--- config.mk ---
export PLATFORM = sky130hd
export DESIGN_NAME = ack_retry_status_notifier
export DESIGN_NICKNAME = d
export VERILOG_FILES = /design/src/design/arsn_pkg.sv /design/src/design/arsn_ctrl.sv /design/src/design/arsn_obuf.sv /design/src/design/ack_retry_status_notifier.sv
export SDC_FILE = /design/constraint.sdc
export NUM_CORES = 1
export LEC_CHECK = 0
export BUFFER_PORTS_ARGS = -buffer_cell sky130_fd_sc_hd__clkbuf_2
export CAP_MARGIN = 20
export CELL_PAD_IN_SITES_DETAIL_PLACEMENT = 0
export CELL_PAD_IN_SITES_GLOBAL_PLACEMENT = 1
export CORE_ASPECT_RATIO = 1.4
export CORE_MARGIN = 1.5
export CORE_UTILIZATION = 40
export CTS_CLUSTER_SIZE = 14
export DETAILED_ROUTE_END_ITERATION = 12
export GPL_TIMING_DRIVEN = 0
export PLACE_DENSITY = 0.72
export SLEW_MARGIN = 25
export SYNTH_ARGS = -nofsm -noshare
export SYNTH_HDL_FRONTEND = slang
export SYNTH_HIERARCHICAL = 1
export SYNTH_SLANG_ARGS = --single-unit
--- constraint.sdc ---
create_clock -name clk -period 5.1 [get_ports clk]
set_clock_uncertainty 0.15 [all_clocks]
set_input_delay 0.765 -clock clk [delete_from_list [all_inputs] [get_ports clk]]
set_output_delay 0.765 -clock clk [all_outputs]
set_load 0.01 [all_outputs]
--- src/design/arsn_pkg.sv ---
// ----------------------------------------------------------------------------
// arsn_pkg
// Types and constants shared by the status notifier modules.
// ----------------------------------------------------------------------------
package arsn_pkg;

  // command codes
  localparam logic [2:0] CMD_TICK  = 3'd0;
  localparam logic [2:0] CMD_FILL  = 3'd1;
  localparam logic [2:0] CMD_EMPTY = 3'd2;
  localparam logic [2:0] CMD_WAKE  = 3'd3;
  localparam logic [2:0] CMD_RX    = 3'd4;

  // phase codes
  localparam logic [1:0] PH_IDLE       = 2'd0;
  localparam logic [1:0] PH_WAIT_FULL  = 2'd1;
  localparam logic [1:0] PH_WAIT_EMPTY = 2'd2;

  // register indexes
  localparam logic [2:0] REG_RETRY_INTERVAL = 3'd0;
  localparam logic [2:0] REG_MAX_RETRIES    = 3'd1;
  localparam logic [2:0] REG_ACK_CODE       = 3'd2;
  localparam logic [2:0] REG_FULL_CODE      = 3'd3;
  localparam logic [2:0] REG_EMPTY_CODE     = 3'd4;

  // register reset values
  localparam logic [15:0] RST_RETRY_INTERVAL = 16'd1000;
  localparam logic [3:0]  RST_MAX_RETRIES    = 4'd5;
  localparam logic [7:0]  RST_ACK_CODE       = 8'h25;
  localparam logic [7:0]  RST_FULL_CODE      = 8'h55;
  localparam logic [7:0]  RST_EMPTY_CODE     = 8'hAA;

  localparam logic [15:0] ELAPSED_MAX = 16'hFFFF;

  // one result beat
  typedef struct packed {
    logic       send_valid;
    logic [7:0] send_code;
    logic       status_full;
    logic [1:0] waiting;
    logic [3:0] retry_count;
  } result_t;

endpackage

--- src/design/arsn_ctrl.sv ---
// ----------------------------------------------------------------------------
// arsn_ctrl
// Configuration registers, notifier state and the per-item update logic.
// ----------------------------------------------------------------------------
module arsn_ctrl (
  input  logic             clk,
  input  logic             rst,
  input  logic             cfg_we,
  input  logic [2:0]       cfg_index,
  input  logic [15:0]      cfg_data,
  input  logic             step,
  input  logic [2:0]       command,
  input  logic [7:0]       rx_byte,
  output arsn_pkg::result_t result
);
  import arsn_pkg::*;

  logic [15:0] retry_interval;
  logic [3:0]  max_retries;
  logic [7:0]  ack_code;
  logic [7:0]  full_code;
  logic [7:0]  empty_code;

  logic [1:0]  phase, phase_next;
  logic        box_full, box_full_next;
  logic        ack_seen, ack_seen_next;
  logic [15:0] elapsed, elapsed_next;
  logic [3:0]  retries, retries_next;
  logic        send_valid;
  logic [7:0]  send_code;
  logic        waiting;

  // configuration writes
  always_ff @(posedge clk) begin
    if (rst) begin
      retry_interval <= RST_RETRY_INTERVAL;
      max_retries    <= RST_MAX_RETRIES;
      ack_code       <= RST_ACK_CODE;
      full_code      <= RST_FULL_CODE;
      empty_code     <= RST_EMPTY_CODE;
    end else if (cfg_we) begin
      case (cfg_index)
        REG_RETRY_INTERVAL: retry_interval <= cfg_data;
        REG_MAX_RETRIES:    max_retries    <= cfg_data[3:0];
        REG_ACK_CODE:       ack_code       <= cfg_data[7:0];
        REG_FULL_CODE:      full_code      <= cfg_data[7:0];
        REG_EMPTY_CODE:     empty_code     <= cfg_data[7:0];
        default: ;
      endcase
    end
  end

  assign waiting = (phase == PH_WAIT_FULL) || (phase == PH_WAIT_EMPTY);

  // next state and result for the current item
  always_comb begin
    phase_next    = waiting ? phase : PH_IDLE;
    box_full_next = box_full;
    ack_seen_next = ack_seen;
    elapsed_next  = elapsed;
    retries_next  = retries;
    send_valid    = 1'b0;
    send_code     = 8'h00;
    case (command)
      CMD_TICK: begin
        if (waiting) begin
          if (ack_seen) begin
            ack_seen_next = 1'b0;
            box_full_next = (phase == PH_WAIT_FULL);
            phase_next    = PH_IDLE;
            retries_next  = 4'd0;
            elapsed_next  = 16'd0;
          end else begin
            if ((elapsed >= retry_interval) && (retries < max_retries)) begin
              send_valid   = 1'b1;
              send_code    = (phase == PH_WAIT_FULL) ? full_code : empty_code;
              retries_next = retries + 4'd1;
              elapsed_next = 16'd0;
            end else if (elapsed != ELAPSED_MAX) begin
              elapsed_next = elapsed + 16'd1;
            end
            // retry budget spent: commit without ack
            if (retries_next >= max_retries) begin
              box_full_next = (phase == PH_WAIT_FULL);
              phase_next    = PH_IDLE;
              retries_next  = 4'd0;
              elapsed_next  = 16'd0;
            end
          end
        end
      end
      CMD_FILL: begin
        if (!waiting) begin
          if (!box_full) begin
            send_valid   = 1'b1;
            send_code    = full_code;
            phase_next   = PH_WAIT_FULL;
            elapsed_next = 16'd0;
          end
          retries_next = 4'd0;
        end
      end
      CMD_EMPTY: begin
        if (!waiting) begin
          if (box_full) begin
            send_valid   = 1'b1;
            send_code    = empty_code;
            phase_next   = PH_WAIT_EMPTY;
            elapsed_next = 16'd0;
          end
          retries_next = 4'd0;
        end
      end
      CMD_RX: begin
        if (rx_byte == ack_code) ack_seen_next = 1'b1;
      end
      default: ;
    endcase
  end

  // state registers
  always_ff @(posedge clk) begin
    if (rst) begin
      phase    <= PH_IDLE;
      box_full <= 1'b0;
      ack_seen <= 1'b0;
      elapsed  <= 16'd0;
      retries  <= 4'd0;
    end else if (step) begin
      phase    <= phase_next;
      box_full <= box_full_next;
      ack_seen <= ack_seen_next;
      elapsed  <= elapsed_next;
      retries  <= retries_next;
    end
  end

  // result after the update
  always_comb begin
    result.send_valid  = send_valid;
    result.send_code   = send_code;
    result.status_full = box_full_next;
    result.waiting     = phase_next;
    result.retry_count = retries_next;
  end

`ifndef ASSERT_OFF
  // unused phase code is never reached
  a_phase_code: assert property (@(posedge clk) disable iff (rst)
    phase != 2'd3)
    else $error("phase reached unused code");

  // no resends are counted outside a wait
  a_idle_retries: assert property (@(posedge clk) disable iff (rst)
    (phase == PH_IDLE) |-> (retries == 4'd0))
    else $error("retries nonzero while idle");

  // a tick that finds an ack ends the wait and clears the flag
  a_ack_commit: assert property (@(posedge clk) disable iff (rst)
    (step && (command == CMD_TICK) && waiting && ack_seen)
      |=> (!ack_seen && (phase == PH_IDLE)))
    else $error("ack did not commit the status");

  // a send only ever leaves the full or empty code
  a_send_code: assert property (@(posedge clk) disable iff (rst)
    send_valid |-> ((send_code == full_code) || (send_code == empty_code)))
    else $error("unexpected send code");
`endif

endmodule

--- src/design/arsn_obuf.sv ---
// ----------------------------------------------------------------------------
// arsn_obuf
// Result register towards the output channel, held while the receiver stalls.
// ----------------------------------------------------------------------------
module arsn_obuf (
  input  logic              clk,
  input  logic              rst,
  input  logic              load,
  input  arsn_pkg::result_t result,
  output logic              free,
  output logic              out_valid,
  input  logic              out_stall,
  output arsn_pkg::result_t held
);
  import arsn_pkg::*;

  logic valid_q;

  // slot can take a new beat when empty or being drained
  assign free      = !valid_q || !out_stall;
  assign out_valid = valid_q;

  // valid flag
  always_ff @(posedge clk) begin
    if (rst) begin
      valid_q <= 1'b0;
    end else if (load) begin
      valid_q <= 1'b1;
    end else if (!out_stall) begin
      valid_q <= 1'b0;
    end
  end

  // payload
  always_ff @(posedge clk) begin
    if (load) begin
      held <= result;
    end
  end

endmodule

--- src/design/ack_retry_status_notifier.sv ---
// ----------------------------------------------------------------------------
// ack_retry_status_notifier
// Status change notifier with acknowledgement, resend and forced commit.
// ----------------------------------------------------------------------------
// Usage:
//   Input channel (in_valid/in_stall) carries one command per beat: tick,
//   fill event, empty event, other wake or received byte (rx_byte).
//   Output channel (out_valid/out_stall) gives exactly one result beat per
//   input beat, in order: send request and code, committed status, wait
//   phase and resend count, all as they stand after that command.
//   Configuration: cfg_we with cfg_index/cfg_data writes a register;
//   write only while no beats are in flight.
// Timing:
//   A beat is held in the input register while the update logic works on
//   it, and moves into the result register when that register is free,
//   which raises out_valid. One beat per cycle is sustained while out_stall
//   is low; the state update is a single pass of small-register logic.
// Reset (rst, synchronous): registers take their defaults, the box reads
//   empty, the block is idle and both channels are empty.
// Stall: a stalled result holds; the input register keeps one more beat,
//   then in_stall rises until the receiver takes the result.
// ----------------------------------------------------------------------------
module ack_retry_status_notifier (
  input  logic        clk,
  input  logic        rst,
  input  logic        cfg_we,
  input  logic [2:0]  cfg_index,
  input  logic [15:0] cfg_data,
  input  logic        in_valid,
  output logic        in_stall,
  input  logic [2:0]  command,
  input  logic [7:0]  rx_byte,
  output logic        out_valid,
  input  logic        out_stall,
  output logic        send_valid,
  output logic [7:0]  send_code,
  output logic        status_full,
  output logic [1:0]  waiting,
  output logic [3:0]  retry_count
);
  import arsn_pkg::*;

  logic       in_v;
  logic [2:0] cmd_q;
  logic [7:0] rx_q;
  logic       out_free;
  logic       step;
  logic       accept;
  result_t    result;
  result_t    held;

  // input register handshake
  assign step     = in_v && out_free;
  assign in_stall = in_v && !out_free;
  assign accept   = in_valid && !in_stall;

  always_ff @(posedge clk) begin
    if (rst) begin
      in_v <= 1'b0;
    end else if (accept) begin
      in_v <= 1'b1;
    end else if (step) begin
      in_v <= 1'b0;
    end
  end

  always_ff @(posedge clk) begin
    if (accept) begin
      cmd_q <= command;
      rx_q  <= rx_byte;
    end
  end

  // state update
  arsn_ctrl u_ctrl (
    .clk       (clk),
    .rst       (rst),
    .cfg_we    (cfg_we),
    .cfg_index (cfg_index),
    .cfg_data  (cfg_data),
    .step      (step),
    .command   (cmd_q),
    .rx_byte   (rx_q),
    .result    (result)
  );

  // result register
  arsn_obuf u_obuf (
    .clk       (clk),
    .rst       (rst),
    .load      (step),
    .result    (result),
    .free      (out_free),
    .out_valid (out_valid),
    .out_stall (out_stall),
    .held      (held)
  );

  assign send_valid  = held.send_valid;
  assign send_code   = held.send_code;
  assign status_full = held.status_full;
  assign waiting     = held.waiting;
  assign retry_count = held.retry_count;

endmodule
==> results.py <==
metrics = {
    "route": {
        "ant_nets": 0,
        "average_wire_length_per_cell_after_detail_routing_um": 15.9,
        "number_of_search_and_repair_iterations_in_the_first_detailed_routing_pass": 5,
        "finalWirelength_um": 11600,
        "viasPerCell": 5.23,
        "vias": 3831,
        "drt_first_iter_violations": 146,
        "drcViolationCount": 0,
    },
    "clocking": {
        "cts-root-buf": "clkbuf_16",
        "cts_tree": "yes",
        "clock_latency_ns": 0.35,
        "tritoncts.num_buffers": 9,
        "cts_hold_buf": 0,
        "cts-root-to-sink-buffers": 2,
        "clock_sink_count": 97,
        "post_cts_buffers": 0,
        "cts_h_tree_depth": 3,
        "worst_setup_hold_path_clk_slew_ns": 0.07,
    },
    "timing": {
        "timing_hold_violations_final": 0,
        "worst-slew-pin-transition_ns": 0.878,
        "setup_viol": 0,
        "rsz_0062_raised_after_global_routing": "false",
        "finalMaxSlewViolations": 0,
        "fmax_mhz": 210,
        "finalCriticalPeriod_ns": 4.76,
        "worst_slew_margin_rel_pct": 41.4,
        "final.setup.worst_slack_ns": 0.341,
        "timing.final.crit_share_pct": 93.3,
    },
    "critical_path": {
        "worstPathRequired_ns": 5.16,
        "path_max_fanout": 10,
        "path_class": "flop to flop",
        "crit_slowest_cell": "or4_4",
        "critPathCaptureType": "flop",
        "slowest_delay_ns": 0.58,
        "critical_path_cell_sequence": "inv_1, ha_1, nand4_1, nor3_2, o311ai_0, a31oi_1, buf_4, buf_2, nand2_1, xnor2_1, ha_1, or4_1, a21oi_2, o21ai_2, or4_4, buf_6, o211ai_1, xor2_1, nor2_1",
        "crit_top_cell": "ha_1",
        "crit_arrival_ns": 4.82,
        "start_kind": "flop",
    },
    "power_and_ir_drop": {
        "clock_power_share_pct": 40.8,
        "power.ir.vdd_worst_uv": 183,
        "p_per_area_nw_per_um2": 291,
        "power_leakage_nw": 2.21,
        "seq_pwr_share_pct": 51.6,
        "switching_share_pct": 25.0,
        "p_int_w": 0.00120,
        "switchingPower_w": 0.000399,
        "power_frac_comb_pct": 7.7,
    },
    "status": {
        "outcome": "complete, no violations",
    },
    "floorplan": {
        "floorplan_row_count": 46,
        "floorplan.core_area_um2": 11500,
        "fp.dieW_um": 95.1,
        "start_util_pct": 41.5,
        "boundaryPins": 53,
        "die_area_um2": 12500,
        "chipHeight_um": 132,
    },
    "place": {
        "io_buffers": 52,
        "postPlaceCellArea_um2": 5190,
        "place_worst_setup_slack_ns": -0.00394,
        "finalWeightedCongestion": 0.807,
        "place.detailed.hpwl_um": 8690,
    },
    "synth": {
        "netlist_top_cells_count": "nand2_1 (105), dfxtp_1 (70), a21oi_1 (36)",
        "synth_largest_type_area_fraction_pct": 29.5,
        "synth_area_um2": 4750,
        "synth_seq_cells": 97,
        "async_flop_share_pct": 0,
        "seq_area_frac_synth_pct": 46.6,
        "postSynthNetCount": 582,
        "synth.area.top_cells": "dfxtp_1 (30%), edfxtp_1 (17%), nand2_1 (8.3%)",
        "synthCells": 520,
        "yosysWarningCount": 6,
        "synth_area_per_cell_um2": 9.13,
        "synth_cell_types": 59,
        "post-synth-top-count-cell": "nand2_1",
        "synth_edf_count": 27,
        "synth_ff_type": "dfxtp_1",
        "synthDominantAreaCellType": "dfxtp_1",
    },
    "global_route": {
        "grt_pass1_wl_um": 18700,
        "grt_remaining_overflow": 0,
        "track_usage_pct": 19.6,
        "number_of_global_route_vias_before_repair": 3654,
        "grt_start_max_net_pins": 19,
        "grt_antenna_before_repair": 0,
    },
    "job": {
        "cap_violations": 0,
    },
    "finish": {
        "area_growth_syn_to_layout_pct": 15.5,
        "antenna_cells_inserted": 0,
        "finalNetCount": 645,
        "fin_area_um2": 5490,
        "layout-drive-gt1-share_pct": 15.0,
    },
    "worst_hold_path": {
        "hp-class": "flop to flop",
    },
}
worst paths after layout:
kind | startpoint | slack [ns] | cells past startpoint | endpoint
worst max-delay path | u_ctrl/retry_interval[13] | 0.34 | 19 | u_ctrl/elapsed[8]
worst min register to register | u_ctrl/empty_code[0] | 0.30 | 2 | u_ctrl/empty_code[0]
worst min-delay path | u_ctrl/empty_code[0] | 0.30 | 2 | u_ctrl/empty_code[0]
worst max register to register | u_ctrl/retry_interval[13] | 0.34 | 19 | u_ctrl/elapsed[8]
layer usage:
metal | share of wire (%) | vias to the layer above | track usage [%]
met5 | 0 | - | 0
met4 | 2.1 | 0 | 7.55
met3 | 3.7 | 19 | 3.17
met2 | 51 | 83 | 32.7
met1 | 43 | 1780 | 24.9
li1 | - | 1949 | -
power by group through the flow:
stage	clock [W]	combinational [W]	sequential (W)
6_report	0.000652	0.000123	0.000825
5_1_grt	0.000706	0.000137	0.000827
4_1_cts	0.000674	0.000125	0.000825
3_5_place_dp	0	0.000124	0.000842
3_3_place_gp	0	0.000122	0.000842
2_1_floorplan	0	0.0000706	0.000843
flip-flops by register name (all words and copies together), names as in the netlist:
name	flops
u_ctrl/ack_code	8
rx_q	8
u_ctrl/phase	2
u_ctrl/box_full	1
u_ctrl/max_retries	4
u_obuf/out_valid	1
in_v	1
u_ctrl/ack_seen	1
u_obuf/held	16
u_ctrl/retries	4
u_ctrl/empty_code	8
u_ctrl/elapsed	16
u_ctrl/retry_interval	16
cmd_q	3
u_ctrl/full_code	8
through the flow:
| stage | instances | total power (W) | hold slack (ns) | util, % | TNS, ns |
|---|---|---|---|---|---|
| after floorplan | 520 | 0.000914 | 0.286 | - | 0 |
| after global placement | 716 | 0.000964 | 0.292 | 45.3 | 0 |
| after detailed placement | 716 | 0.000966 | 0.298 | 45.3 | -0.00780 |
| after CTS | 732 | 0.00162 | 0.308 | 47.8 | 0 |
| after global routing | 732 | 0.00167 | 0.325 | 47.9 | 0 |
| final | 732 | 0.00160 | 0.305 | 47.9 | 0 |
kinds of logic after synthesis:
kind of cell,after synthesis,synth area share (%)
flops,97,46.6
mux,9,1.98
compound gates,103,14.8
xor+xnor,26,4.80
buf+inv,49,4.30
simple gates,209,20.4
fa+ha+maj,27,7.11
critical path: cells and delay by family (launching register included):
| family | cells | cell delay (ns) |
|---|---|---|
| fa+ha+maj | 2 | 0.50 |
| compound gates | 5 | 0.93 |
| buf+inv | 4 | 0.71 |
| flops | 1 | 0.34 |
| simple gates | 6 | 1.67 |
| xor+xnor | 2 | 0.32 |
what timing repair did:
| item | 4_1_cts | 5_1_grt |
|---|---|---|
| gates cloned | 0 | 0 |
| gates resized for setup | 1 | 3 |
| setup endpoints to repair | 5 | 11 |
layout by cell type, fill, tap and decap left out, types with 3 or more instances in the layout:
master / n
buf_4: 4
edfxtp_1: 27
ha_1: 27
a21oi_1: 36
clkbuf_16: 9
mux2_2: 3
dfxtp_1: 70
nor3_1: 6
mux2i_1: 6
o21a_1: 4
clkinv_4: 3
nand2b_1: 3
a31oi_1: 8
nand2_1: 105
xor2_1: 16
o2111ai_2: 3
xnor2_1: 10
clkbuf_1: 19
o21ai_0: 8
nand3b_1: 4
a22o_1: 8
nor2b_1: 7
o211ai_1: 11
inv_1: 24
o21ai_1: 4
nor2_1: 32
clkbuf_2: 52
nand4_1: 6
nand3_1: 19
and3_1: 7
layout make-up:
class	instances	area, µm²
plain buffers	25	118
multi-input cells	374	2340
clock buffers	9	225
clock inverters	7	61.3
well taps	144	180
inverters	24	90.1
fillers	1133	5970
flip-flops and latches	97	2210
repair buffers	52	260
No activity file was read; power rests on OpenSTA's default activity.
